--- config.mk ---
export PLATFORM = sky130hd
export DESIGN_NAME = biquad_cascade_equalizer_top
export DESIGN_NICKNAME = d
export VERILOG_FILES = /design/src/rtl/core/beq_pkg.sv /design/src/rtl/core/beq_sequencer.sv /design/src/rtl/core/beq_datapath.sv /design/src/rtl/core/biquad_cascade_equalizer_top.sv
export VERILOG_INCLUDE_DIRS = /design/src /design/src/rtl/core
export SDC_FILE = /design/constraint.sdc
export NUM_CORES = 2
export LEC_CHECK = 0
export ABC_CLOCK_PERIOD_IN_PS = 11280
export BUFFER_PORTS_ARGS = -buffer_cell sky130_fd_sc_hd__buf_2
export CAP_MARGIN = 10
export CORE_MARGIN = 2
export CORE_UTILIZATION = 28
export CTS_CLUSTER_SIZE = 24
export DETAILED_ROUTE_END_ITERATION = 8
export PLACE_DENSITY = 0.45
export SETUP_SLACK_MARGIN = 0.2
export SLEW_MARGIN = 30
export SYNTH_ARGS = -nofsm -noshare
export SYNTH_HDL_FRONTEND = slang
export SYNTH_SLANG_ARGS = --single-unit
--- constraint.sdc ---
create_clock -name clk -period 11.28 [get_ports clk]
set_input_delay 2.256 -clock clk [delete_from_list [all_inputs] [get_ports clk]]
set_output_delay 2.256 -clock clk [all_outputs]
set_load 0.01 [all_outputs]
--- src/rtl/core/biquad_cascade_equalizer_top_assert.svh ---
// assertion macros for the equaliser top level
`ifndef BIQUAD_CASCADE_EQUALIZER_TOP_ASSERT_SVH
`define BIQUAD_CASCADE_EQUALIZER_TOP_ASSERT_SVH

// consequent must hold in the same cycle as the antecedent
`define BEQ_ASSERT_NOW(lbl, ante, cons, msg) \
lbl: assert property (@(posedge clk) disable iff (!arst_n) (ante) |-> (cons)) \
	else $error(msg);

// consequent must hold in the cycle after the antecedent
`define BEQ_ASSERT_NEXT(lbl, ante, cons, msg) \
lbl: assert property (@(posedge clk) disable iff (!arst_n) (ante) |=> (cons)) \
	else $error(msg);

`endif

--- src/rtl/core/beq_pkg.sv ---
// shared types, constants and control program of the biquad equaliser
package beq_pkg;

	localparam int SAMPLE_BITS     = 24;
	localparam int COEFF_BITS      = 32;
	localparam int COEFF_FRAC_BITS = 28;
	localparam int ACC_BITS        = 64;
	localparam int PROD_BITS       = COEFF_BITS + SAMPLE_BITS;
	localparam int NCOEF           = 5;
	localparam int MASK_BITS       = 8;
	localparam int ACTIVE_BITS     = 4;
	localparam int BAND_SEL_BITS   = 3;
	localparam int CSEL_BITS       = 3;
	// band counter wide enough for any band count in range
	localparam int BANDCNT_BITS    = 6;
	localparam int PC_BITS         = 4;

	localparam logic [ACC_BITS-1:0] ROUND_CONST = ACC_BITS'(1) << (COEFF_FRAC_BITS - 1);

	typedef logic [PC_BITS-1:0] pc_t;
	typedef logic [3:0][SAMPLE_BITS-1:0] delay_row_t;

	typedef enum logic [1:0] {
		MODE_FILTER = 2'd0,
		MODE_COEF   = 2'd1,
		MODE_CLEAR  = 2'd2
	} mode_t;

	typedef enum logic [CSEL_BITS-1:0] {
		COEF_B0 = 3'd0,
		COEF_B1 = 3'd1,
		COEF_B2 = 3'd2,
		COEF_A1 = 3'd3,
		COEF_A2 = 3'd4
	} coef_sel_t;

	typedef enum logic [2:0] {
		OPD_X  = 3'd0,
		OPD_D0 = 3'd1,
		OPD_D1 = 3'd2,
		OPD_D2 = 3'd3,
		OPD_D3 = 3'd4
	} opd_t;

	typedef enum logic [1:0] {
		ACC_HOLD  = 2'd0,
		ACC_CLEAR = 2'd1,
		ACC_ADD   = 2'd2,
		ACC_SUB   = 2'd3
	} acc_op_t;

	typedef enum logic [2:0] {
		COND_NEVER    = 3'd0,
		COND_ALWAYS   = 3'd1,
		COND_START    = 3'd2,
		COND_DONE     = 3'd3,
		COND_OFF      = 3'd4,
		COND_OUT_FREE = 3'd5
	} cond_t;

	typedef struct packed {
		cond_t     cond;
		pc_t       target;
		logic      hold;
		logic      coef_rd;
		coef_sel_t coef_sel;
		logic      row_rd;
		logic      mul_en;
		opd_t      opd;
		acc_op_t   acc_op;
		logic      wb;
		logic      band_inc;
		logic      out_ld;
	} ucode_t;

	typedef struct packed {
		logic start;
		logic out_free;
		logic band_done;
		logic band_off;
	} seq_stat_t;

	typedef struct packed {
		logic done;
		logic off;
	} band_stat_t;

	typedef struct packed {
		logic                       start;
		logic                       coef_wr;
		logic                       clr_all;
		logic [BAND_SEL_BITS-1:0]   band;
		logic [CSEL_BITS-1:0]       sel;
		logic [COEFF_BITS-1:0]      value;
		logic [SAMPLE_BITS-1:0]     sample;
	} dp_cmd_t;

	localparam pc_t PC_IDLE  = 4'd0;
	localparam pc_t PC_CHECK = 4'd1;
	localparam pc_t PC_TEST  = 4'd2;
	localparam pc_t PC_MUL0  = 4'd3;
	localparam pc_t PC_MUL1  = 4'd4;
	localparam pc_t PC_MUL2  = 4'd5;
	localparam pc_t PC_MUL3  = 4'd6;
	localparam pc_t PC_MUL4  = 4'd7;
	localparam pc_t PC_ACC4  = 4'd8;
	localparam pc_t PC_WB    = 4'd9;
	localparam pc_t PC_SKIP  = 4'd10;
	localparam pc_t PC_FIN   = 4'd11;

	localparam ucode_t UC_NOP = '{
		cond: COND_NEVER, target: PC_IDLE, hold: 1'b0, coef_rd: 1'b0,
		coef_sel: COEF_B0, row_rd: 1'b0, mul_en: 1'b0, opd: OPD_X,
		acc_op: ACC_HOLD, wb: 1'b0, band_inc: 1'b0, out_ld: 1'b0
	};

	// control store: one word per step
	function automatic ucode_t ucode(input pc_t pc);
		ucode_t w;
		w = UC_NOP;
		case (pc)
			PC_IDLE: begin
				w.cond = COND_START; w.target = PC_CHECK; w.hold = 1'b1;
			end
			PC_CHECK: begin
				w.cond = COND_DONE; w.target = PC_FIN;
			end
			PC_TEST: begin
				w.cond = COND_OFF; w.target = PC_SKIP;
				w.coef_rd = 1'b1; w.coef_sel = COEF_B0;
				w.row_rd = 1'b1; w.acc_op = ACC_CLEAR;
			end
			PC_MUL0: begin
				w.coef_rd = 1'b1; w.coef_sel = COEF_B1;
				w.mul_en = 1'b1; w.opd = OPD_X;
			end
			PC_MUL1: begin
				w.coef_rd = 1'b1; w.coef_sel = COEF_B2;
				w.mul_en = 1'b1; w.opd = OPD_D0; w.acc_op = ACC_ADD;
			end
			PC_MUL2: begin
				w.coef_rd = 1'b1; w.coef_sel = COEF_A1;
				w.mul_en = 1'b1; w.opd = OPD_D1; w.acc_op = ACC_ADD;
			end
			PC_MUL3: begin
				w.coef_rd = 1'b1; w.coef_sel = COEF_A2;
				w.mul_en = 1'b1; w.opd = OPD_D2; w.acc_op = ACC_ADD;
			end
			PC_MUL4: begin
				w.mul_en = 1'b1; w.opd = OPD_D3; w.acc_op = ACC_SUB;
			end
			PC_ACC4: begin
				w.acc_op = ACC_SUB;
			end
			PC_WB: begin
				w.wb = 1'b1; w.band_inc = 1'b1;
				w.cond = COND_ALWAYS; w.target = PC_CHECK;
			end
			PC_SKIP: begin
				w.band_inc = 1'b1;
				w.cond = COND_ALWAYS; w.target = PC_CHECK;
			end
			PC_FIN: begin
				w.out_ld = 1'b1; w.cond = COND_OUT_FREE; w.target = PC_IDLE;
				w.hold = 1'b1;
			end
			default: begin
				w.cond = COND_ALWAYS; w.target = PC_IDLE;
			end
		endcase
		return w;
	endfunction

endpackage

--- src/rtl/core/beq_sequencer.sv ---
// step counter and control store of the equaliser
module beq_sequencer (
	input  logic                clk,
	input  logic                arst_n,
	input  beq_pkg::seq_stat_t  stat,
	output beq_pkg::ucode_t     uw,
	output logic                idle,
	output logic                finish
);
	import beq_pkg::*;

	pc_t  pc_q;
	pc_t  pc_d;
	logic take;

	always_ff @(posedge clk or negedge arst_n) begin
		if (!arst_n) begin
			pc_q <= PC_IDLE;
		end else begin
			pc_q <= pc_d;
		end
	end

	always_comb begin
		uw = ucode(pc_q);
		case (uw.cond)
			COND_ALWAYS:   take = 1'b1;
			COND_START:    take = stat.start;
			COND_DONE:     take = stat.band_done;
			COND_OFF:      take = stat.band_off;
			COND_OUT_FREE: take = stat.out_free;
			default:       take = 1'b0;
		endcase
		if (take) begin
			pc_d = uw.target;
		end else if (uw.hold) begin
			pc_d = pc_q;
		end else begin
			pc_d = pc_q + 1'b1;
		end
		idle   = (pc_q == PC_IDLE);
		finish = uw.out_ld && take;
	end

endmodule

--- src/rtl/core/beq_datapath.sv ---
// coefficient and delay memories, shared multiplier, accumulator and saturation
module beq_datapath #(
	parameter int MAX_BANDS = 8
) (
	input  logic                                  clk,
	input  logic                                  arst_n,
	input  beq_pkg::ucode_t                       uw,
	input  beq_pkg::dp_cmd_t                      cmd,
	input  logic [beq_pkg::ACTIVE_BITS-1:0]       active_bands,
	input  logic [beq_pkg::MASK_BITS-1:0]         band_enable_mask,
	output beq_pkg::band_stat_t                   bstat,
	output logic [beq_pkg::SAMPLE_BITS-1:0]       y_out,
	output logic                                  clip_out
);
	import beq_pkg::*;

	localparam int BAND_W   = (MAX_BANDS > 1) ? $clog2(MAX_BANDS) : 1;
	localparam int NCOEF_EN = MAX_BANDS * NCOEF;
	localparam int CADDR_W  = $clog2(NCOEF_EN);
	localparam int SH_BITS  = ACC_BITS - COEFF_FRAC_BITS;

	localparam logic [SAMPLE_BITS-1:0] SAT_MAX = {1'b0, {(SAMPLE_BITS-1){1'b1}}};
	localparam logic [SAMPLE_BITS-1:0] SAT_MIN = {1'b1, {(SAMPLE_BITS-1){1'b0}}};

	logic [COEFF_BITS-1:0]    coef_mem [NCOEF_EN];
	logic [NCOEF_EN-1:0]      coef_vld_q;
	logic [COEFF_BITS-1:0]    coef_rd_q;
	logic                     coef_rv_q;

	delay_row_t               row_mem [MAX_BANDS];
	logic [MAX_BANDS-1:0]     row_vld_q;
	delay_row_t               row_rd_q;
	logic                     row_rv_q;

	logic [PROD_BITS-1:0]     prod_q;
	logic [ACC_BITS-1:0]      acc_q;
	logic [SAMPLE_BITS-1:0]   x_q;
	logic [BANDCNT_BITS-1:0]  band_q;
	logic                     clip_q;

	logic                     coef_ok;
	logic [8:0]               cw_full;
	logic [8:0]               cr_full;
	logic [CADDR_W-1:0]       caddr_w;
	logic [CADDR_W-1:0]       caddr_r;
	logic [BANDCNT_BITS-1:0]  wband;
	logic [BANDCNT_BITS-1:0]  ab_ext;
	logic [BANDCNT_BITS-1:0]  n_eff;
	logic [COEFF_BITS-1:0]    coef_eff;
	delay_row_t               row_eff;
	delay_row_t               row_new;
	logic [SAMPLE_BITS-1:0]   opnd;
	logic [ACC_BITS-1:0]      prod_ext;
	logic [SH_BITS-1:0]       sh;
	logic [SH_BITS-SAMPLE_BITS:0] sh_top;
	logic                     in_range;
	logic [SAMPLE_BITS-1:0]   y;

	always_comb begin
		// coefficient address band*5 + index
		cw_full = ({6'b0, cmd.band} << 2) + {6'b0, cmd.band} + {6'b0, cmd.sel};
		cr_full = ({3'b0, band_q} << 2) + {3'b0, band_q} + {6'b0, uw.coef_sel};
		caddr_w = CADDR_W'(cw_full);
		caddr_r = CADDR_W'(cr_full);
		wband   = BANDCNT_BITS'(cmd.band);
		coef_ok = cmd.coef_wr && (wband < BANDCNT_BITS'(MAX_BANDS))
			&& (cmd.sel < CSEL_BITS'(NCOEF));

		ab_ext = BANDCNT_BITS'(active_bands);
		n_eff  = (ab_ext > BANDCNT_BITS'(MAX_BANDS)) ? BANDCNT_BITS'(MAX_BANDS) : ab_ext;
		bstat.done = (band_q >= n_eff);
		// only the first eight bands have an enable bit
		bstat.off  = !((band_q < BANDCNT_BITS'(MASK_BITS)) && band_enable_mask[band_q[2:0]]);

		coef_eff = coef_rv_q ? coef_rd_q : '0;
		row_eff  = row_rv_q ? row_rd_q : '0;

		case (uw.opd)
			OPD_X:   opnd = x_q;
			OPD_D0:  opnd = row_eff[0];
			OPD_D1:  opnd = row_eff[1];
			OPD_D2:  opnd = row_eff[2];
			OPD_D3:  opnd = row_eff[3];
			default: opnd = x_q;
		endcase

		prod_ext = {{(ACC_BITS-PROD_BITS){prod_q[PROD_BITS-1]}}, prod_q};

		// accumulator already carries the rounding half
		sh       = acc_q[ACC_BITS-1:COEFF_FRAC_BITS];
		sh_top   = sh[SH_BITS-1:SAMPLE_BITS-1];
		in_range = (&sh_top) || !(|sh_top);
		if (in_range) begin
			y = sh[SAMPLE_BITS-1:0];
		end else if (sh[SH_BITS-1]) begin
			y = SAT_MIN;
		end else begin
			y = SAT_MAX;
		end

		row_new[0] = x_q;
		row_new[1] = row_eff[0];
		row_new[2] = y;
		row_new[3] = row_eff[2];

		y_out    = x_q;
		clip_out = clip_q;
	end

	// memory arrays
	always_ff @(posedge clk) begin
		if (coef_ok) begin
			coef_mem[caddr_w] <= cmd.value;
		end
		if (uw.coef_rd) begin
			coef_rd_q <= coef_mem[caddr_r];
		end
	end

	always_ff @(posedge clk) begin
		if (uw.wb) begin
			row_mem[band_q[BAND_W-1:0]] <= row_new;
		end
		if (uw.row_rd) begin
			row_rd_q <= row_mem[band_q[BAND_W-1:0]];
		end
	end

	// entry valid bits stand in for the all-zero reset contents
	always_ff @(posedge clk or negedge arst_n) begin
		if (!arst_n) begin
			coef_vld_q <= '0;
			row_vld_q  <= '0;
			coef_rv_q  <= 1'b0;
			row_rv_q   <= 1'b0;
		end else begin
			if (coef_ok) begin
				coef_vld_q[caddr_w]          <= 1'b1;
				row_vld_q[wband[BAND_W-1:0]] <= 1'b0;
			end
			if (cmd.clr_all) begin
				row_vld_q <= '0;
			end
			if (uw.wb) begin
				row_vld_q[band_q[BAND_W-1:0]] <= 1'b1;
			end
			if (uw.coef_rd) begin
				coef_rv_q <= coef_vld_q[caddr_r];
			end
			if (uw.row_rd) begin
				row_rv_q <= row_vld_q[band_q[BAND_W-1:0]];
			end
		end
	end

	always_ff @(posedge clk or negedge arst_n) begin
		if (!arst_n) begin
			band_q <= '0;
			clip_q <= 1'b0;
		end else begin
			if (cmd.start) begin
				band_q <= '0;
				clip_q <= 1'b0;
			end else begin
				if (uw.band_inc) begin
					band_q <= band_q + 1'b1;
				end
				if (uw.wb && !in_range) begin
					clip_q <= 1'b1;
				end
			end
		end
	end

	always_ff @(posedge clk) begin
		if (cmd.start) begin
			x_q <= cmd.sample;
		end else if (uw.wb) begin
			x_q <= y;
		end
		if (uw.mul_en) begin
			prod_q <= PROD_BITS'($signed(coef_eff) * $signed(opnd));
		end
		case (uw.acc_op)
			ACC_CLEAR: acc_q <= ROUND_CONST;
			ACC_ADD:   acc_q <= acc_q + prod_ext;
			ACC_SUB:   acc_q <= acc_q - prod_ext;
			default:   acc_q <= acc_q;
		endcase
	end

endmodule

--- src/rtl/core/biquad_cascade_equalizer_top.sv ---
// top level of the cascaded biquad equaliser: handshakes, register port, result register
// A filter item (mode 0) runs the sample through up to eight direct-form-I biquad
// sections on one shared 32x24 multiplier, five products per section. After the
// accepting edge in_stall stays high until the sequencer is back in its idle step,
// so a new filter item is taken only once the last one has passed every section
// within active_bands: the control program steps the single multiplier and
// accumulator through the products of each enabled section, skips each disabled
// one, and holds in its last step while an earlier result still waits unread in
// the output register. Coefficient writes (mode 1) and delay-line clears (mode 2)
// complete at the accepting edge and produce no result, so the next item may
// follow in the next cycle. A finished result waits in the output register while
// the next item is taken; a section clipped to 24 bits sets saturated.
// Coefficient and delay memories read as zero after reset until written.
`include "biquad_cascade_equalizer_top_assert.svh"

module biquad_cascade_equalizer_top #(
	parameter int MAX_BANDS = 8
) (
	input  logic                                         clk,
	input  logic                                         arst_n,
	input  logic                                         in_valid,
	output logic                                         in_stall,
	input  logic [1:0]                                   mode,
	input  logic signed [beq_pkg::SAMPLE_BITS-1:0]       sample_in,
	input  logic [beq_pkg::BAND_SEL_BITS-1:0]            band_select,
	input  logic [beq_pkg::CSEL_BITS-1:0]                coeff_select,
	input  logic signed [beq_pkg::COEFF_BITS-1:0]        coeff_value,
	output logic                                         out_valid,
	input  logic                                         out_stall,
	output logic signed [beq_pkg::SAMPLE_BITS-1:0]       sample_out,
	output logic                                         saturated,
	input  logic                                         psel,
	input  logic                                         penable,
	input  logic                                         pwrite,
	input  logic [2:0]                                   paddr,
	input  logic [31:0]                                  pwdata,
	output logic [31:0]                                  prdata,
	output logic                                         pready
);
	import beq_pkg::*;

	localparam logic REG_ACTIVE_BANDS = 1'b0;
	localparam logic REG_BAND_MASK    = 1'b1;

	logic [ACTIVE_BITS-1:0]  active_bands_q;
	logic [MASK_BITS-1:0]    mask_q;
	logic                    out_valid_q;
	logic [SAMPLE_BITS-1:0]  sample_out_q;
	logic                    saturated_q;

	logic                    accept;
	logic                    cfg_wr;
	logic                    reg_idx;
	seq_stat_t               seq_stat;
	ucode_t                  uw;
	logic                    seq_idle;
	logic                    seq_finish;
	dp_cmd_t                 cmd;
	band_stat_t              bstat;
	logic [SAMPLE_BITS-1:0]  dp_y;
	logic                    dp_clip;

	beq_sequencer u_seq (
		.clk    (clk),
		.arst_n (arst_n),
		.stat   (seq_stat),
		.uw     (uw),
		.idle   (seq_idle),
		.finish (seq_finish)
	);

	beq_datapath #(
		.MAX_BANDS (MAX_BANDS)
	) u_dp (
		.clk              (clk),
		.arst_n           (arst_n),
		.uw               (uw),
		.cmd              (cmd),
		.active_bands     (active_bands_q),
		.band_enable_mask (mask_q),
		.bstat            (bstat),
		.y_out            (dp_y),
		.clip_out         (dp_clip)
	);

	always_comb begin
		in_stall = !seq_idle;
		accept   = in_valid && !in_stall;

		cmd.start   = accept && (mode == MODE_FILTER);
		cmd.coef_wr = accept && (mode == MODE_COEF);
		cmd.clr_all = accept && (mode == MODE_CLEAR);
		cmd.band    = band_select;
		cmd.sel     = coeff_select;
		cmd.value   = coeff_value;
		cmd.sample  = sample_in;

		seq_stat.start     = cmd.start;
		seq_stat.out_free  = !out_valid_q || !out_stall;
		seq_stat.band_done = bstat.done;
		seq_stat.band_off  = bstat.off;

		out_valid  = out_valid_q;
		sample_out = sample_out_q;
		saturated  = saturated_q;

		pready  = 1'b1;
		cfg_wr  = psel && penable && pwrite && pready;
		reg_idx = paddr[2];
		case (reg_idx)
			REG_ACTIVE_BANDS: prdata = 32'(active_bands_q);
			REG_BAND_MASK:    prdata = 32'(mask_q);
			default:          prdata = '0;
		endcase
	end

	always_ff @(posedge clk or negedge arst_n) begin
		if (!arst_n) begin
			active_bands_q <= '0;
			mask_q         <= '0;
		end else if (cfg_wr) begin
			case (reg_idx)
				REG_ACTIVE_BANDS: active_bands_q <= pwdata[ACTIVE_BITS-1:0];
				REG_BAND_MASK:    mask_q         <= pwdata[MASK_BITS-1:0];
				default:          mask_q         <= mask_q;
			endcase
		end
	end

	always_ff @(posedge clk or negedge arst_n) begin
		if (!arst_n) begin
			out_valid_q <= 1'b0;
		end else if (seq_finish) begin
			out_valid_q <= 1'b1;
		end else if (!out_stall) begin
			out_valid_q <= 1'b0;
		end
	end

	always_ff @(posedge clk) begin
		if (seq_finish) begin
			sample_out_q <= dp_y;
			saturated_q  <= dp_clip;
		end
	end

	`BEQ_ASSERT_NEXT(a_start_leaves_idle, seq_stat.start, !seq_idle, "sequencer stayed idle after a filter item")
	`BEQ_ASSERT_NOW(a_no_overwrite, seq_finish, !out_valid_q || !out_stall, "result register overwritten while held")
	`BEQ_ASSERT_NEXT(a_no_spurious, !out_valid_q && !seq_finish, !out_valid_q, "result appeared without a finished item")

endmodule

==> summary.md <==
| Metric | Value |
|---|---|
| Clock root cell | `clkbuf_16` |
| Setup TNS | `0 ns` |
| Final Hold Viols | `0` |
| GPL Wtd Cong | `0.827` |
| Clock sinks | `approximately 2.4k` |
| Vias in the first global route | `72.5k` |
| Setup crit end kind | `flop` |
| Max-cap violations | `0` |
| # DRC | `0` |
| Final Max Slew Viols | `0` |
| Worst R2R Path Depth | `33` |
| Initial Util | `0.281` |
| Crit-path max FO | `15` |
| Synth-to-Final Area Change | `14.4%` |
| Hold crit path type | `flop to flop` |
| Most common flop cell mapped by yosys | `edfxtp_1` |
| Vias per std cell | `~4.7` |
| Status | `completed` |
| Die ar. | `447000 sq um` |
| Cell mode on critical path | `fa_1` |
| Commonest non-fill, non-tap cell in the layout | `edfxtp_1` |
| Initial antenna violation count | `25` |
| Worst relative slew slack | `0.334` |
| Hold Startpoint | `u_dp.coef_vld_q[32]` |
| Antenna Nets Post-Route | `0` |
| CP required | `11.93 ns` |
| Arrival time worst endpoint | `11.08 ns` |
| Setup slack, reg-to-reg | `0.85 ns` |
| Hold path depth | `1` |
| Final period util | `0.925` |
| H-tree depth | `5` |
| EDFF count, synth | `between 2k and 2.5k` |
| Share of the synthesized area in the top cell type | `0.569` |
| First-iteration detailed-routing DRC count | `4646` |
| Post-synth top area cell | `edfxtp_1` |
| Unrepaired setup endpoints after global routing | `no` |
| Die Ht | `669 microns` |
| Layout Nets | `around 9.2k` |
| Final wirelength | `342 mm` |
| Die W | `669 microns` |
| WS Path Type | `flop to flop` |
| Filler cells | `43.1k` |
| Grt ovf | `0` |
| GRT Overall Usage | `0.152` |
| Drt first pass iters | `5` |
| First-pass GRT wire length | `501 mm` |
| Endpoint, Worst Hold | `u_dp.coef_vld_q[32]` |
| CTS tree | `yes` |
| Slew @ Worst Pin | `between 0.9 and 1 ns` |
| End-of-flow core utilization | `0.321` |
| Netlist Area Pre-Place | `124000 sq um` |
| Avg Inst Size Synth | `15.8 sq um` |
| CORE AREA | `441000 sq um` |
| Via count | `around 67k` |
| Flops & latches, synth | `2419` |
| Syn Inst Count | `7808` |
| Netlist cell types | `79` |
| Port Buffer Count | `114` |
| CP max stage delay | `0.72 ns` |
| Sequential share of the synthesized area | `0.584` |
| Largest net degree at the start of global routing | `slightly below 100` |
| Layout cell share with drive strength beyond 1 | `0.194` |
| Top achievable clock speed | `95.8 MHz` |
| Clk Latency, worst-skew pair | `around 0.92 ns` |
| CTS Buf Count | `270` |
| Clock buffer depth | `4` |
| Slowest CP cell | `mux2i_2` |
| IO Pins | `between 150 and 200` |
| Fin crit period | `10.43 ns` |
| Worst Skew | `0.0915 ns` |
| Synth top area cells | `edfxtp_1 57%, fa_1 13%, mux4_2 11%, inv_1 2.5%, ha_1 2.4%` |
| Final HPWL DP | `221 mm` |
| RR Endpoint | `u_dp.prod_q[54]` |
| Startpoint Class | `flop` |
| Row cnt | `244` |
| Reg2reg start | `u_seq.pc_q[0]` |
| Wire per inst | `~24 microns` |
| Most frequent cells in the layout | `2345 x edfxtp_1, 814 x inv_1, 787 x fa_1` |
| Post-synth ARST share | `0.0306` |
| Synthesis Warnings | `0` |
| CTS clock-pin slew for the worst setup and hold paths | `0.06 ns` |
| Final setup viols | `0` |
## cells by family after synthesis
family          synth area share
buf+inv                   0.0374
other cells            0.0000607
compound gates            0.0330
xor+xnor                  0.0130
fa+ha+maj                  0.151
flops                      0.584
simple gates              0.0564
mux                        0.124
## registers in the layout, indices dropped and copies added, names as in the netlist
register,flops
u_dp.coef_rv_q,1
u_dp.coef_rd_q,32
sample_out,24
u_dp.row_rv_q,1
u_dp.band_q,6
u_dp.row_vld_q,8
u_seq.pc_q,4
u_dp.row_rd_q,96
u_dp.y_out,24
active_bands_q,4
u_dp.clip_out,1
u_dp.prod_q,56
u_dp.row_mem,768
saturated,1
out_valid,1
mask_q,8
u_dp.coef_vld_q,40
u_dp.coef_mem,1280
u_dp.acc_q,64
## metrics by stage
step / instance area, sq um / setup slack [ns] / cells / hold WS [ns]
6_report: 142000 / 0.847 / 14200 / 0.458
3_3_place_gp: 133000 / 0.486 / 13700 / 0.445
3_5_place_dp: 133000 / 0.450 / 13700 / 0.447
4_1_cts: 141000 / 0.407 / 14100 / 0.462
5_1_grt: 142000 / 0.200 / 14100 / 0.470
2_1_floorplan: 124000 / 1.89 / 7831 / 0.426
## synthesized netlist by cell type, types with 5 or more instances
master	count
a311oi_1	5
buf_2	9
nand4_1	26
nor2b_1	65
o22ai_1	6
and2_1	108
a41oi_1	10
o31ai_1	19
or2_2	56
xnor2_1	104
o41ai_1	7
and4_1	8
o21ai_1	11
o21ai_0	112
or3_1	9
clkbuf_1	294
fa_1	788
a21oi_1	187
a31oi_1	19
o211ai_1	13
o21a_1	12
and3_1	19
nor2_1	575
a21boi_0	5
nand3_1	48
nor3_1	28
a221oi_1	5
xor2_1	80
buf_1	59
edfxtp_1	2345
mux4_2	588
o21bai_1	25
inv_1	815
nand2b_1	49
mux2i_1	52
buf_4	25
nand2_1	531
mux2_2	145
a22oi_1	24
a21o_1	86
nor4_1	10
a211oi_1	45
ha_1	236
dfrtp_1	74
## worst max path at each step
| stage | startpoint | end | slack (ns) | cells after the start |
|---|---|---|---|---|
| detailed placement | u_seq.pc_q[0] | u_dp.prod_q[48] | 0.45 | 32 |
| CTS | u_seq.pc_q[0] | u_dp.prod_q[48] | 0.41 | 31 |
| finish | u_seq.pc_q[0] | u_dp.prod_q[54] | 0.85 | 33 |
| global route | u_seq.pc_q[0] | u_dp.prod_q[55] | 0.20 | 33 |
| floorplan | u_dp.band_q[0] | u_dp.row_mem[1][0] | 1.89 | 6 |
| global placement | u_seq.pc_q[0] | u_dp.prod_q[48] | 0.49 | 32 |
## cell type report
type / instances / area, sq um / area share
Sequential cell: 2419 / 72300 / 0.511
Multi-Input combinational cell: 4209 / 47600 / 0.336
Tap cell: 5904 / 7390 / 0.0522
Clock buffer: 331 / 7080 / 0.0500
Inverter: 815 / 3060 / 0.0216
Timing Repair Buffer: 318 / 2430 / 0.0172
Clock inverter: 148 / 1640 / 0.0116
Antenna cell: 14 / 35.0 / 0.000248
## worst max-delay path: cells and delay by family (launching register included)
family | cells | cell delay, ns
AOI/OAI and AO/OA | 10 | 2.43
xor gates and xnor gates | 1 | 0.17
adders and majority gates | 9 | 4.32
buffers and inverters | 8 | 1.15
DFF | 1 | 0.43
muxes | 1 | 0.72
and+or+nand+nor | 4 | 0.92
## per-layer routing
| metal | global-route usage | share of wire |
|---|---|---|
| met2 | 0.271 | 0.51 |
| met5 | 0 | 0.000070 |
| met3 | 0.0180 | 0.038 |
| met1 | 0.200 | 0.43 |
| met4 | 0.0293 | 0.018 |
## timing repair
action,4_1_cts,5_1_grt
buffers inserted,0,0
endpoints found under the setup margin,0,9
hold buffers,0,0
hold endpoints to repair,0,0
resized for setup,0,3
Power is left out: the tool's default activity adds up to more than one toggle a clock period on the data nets, which glitch-free logic cannot reach.
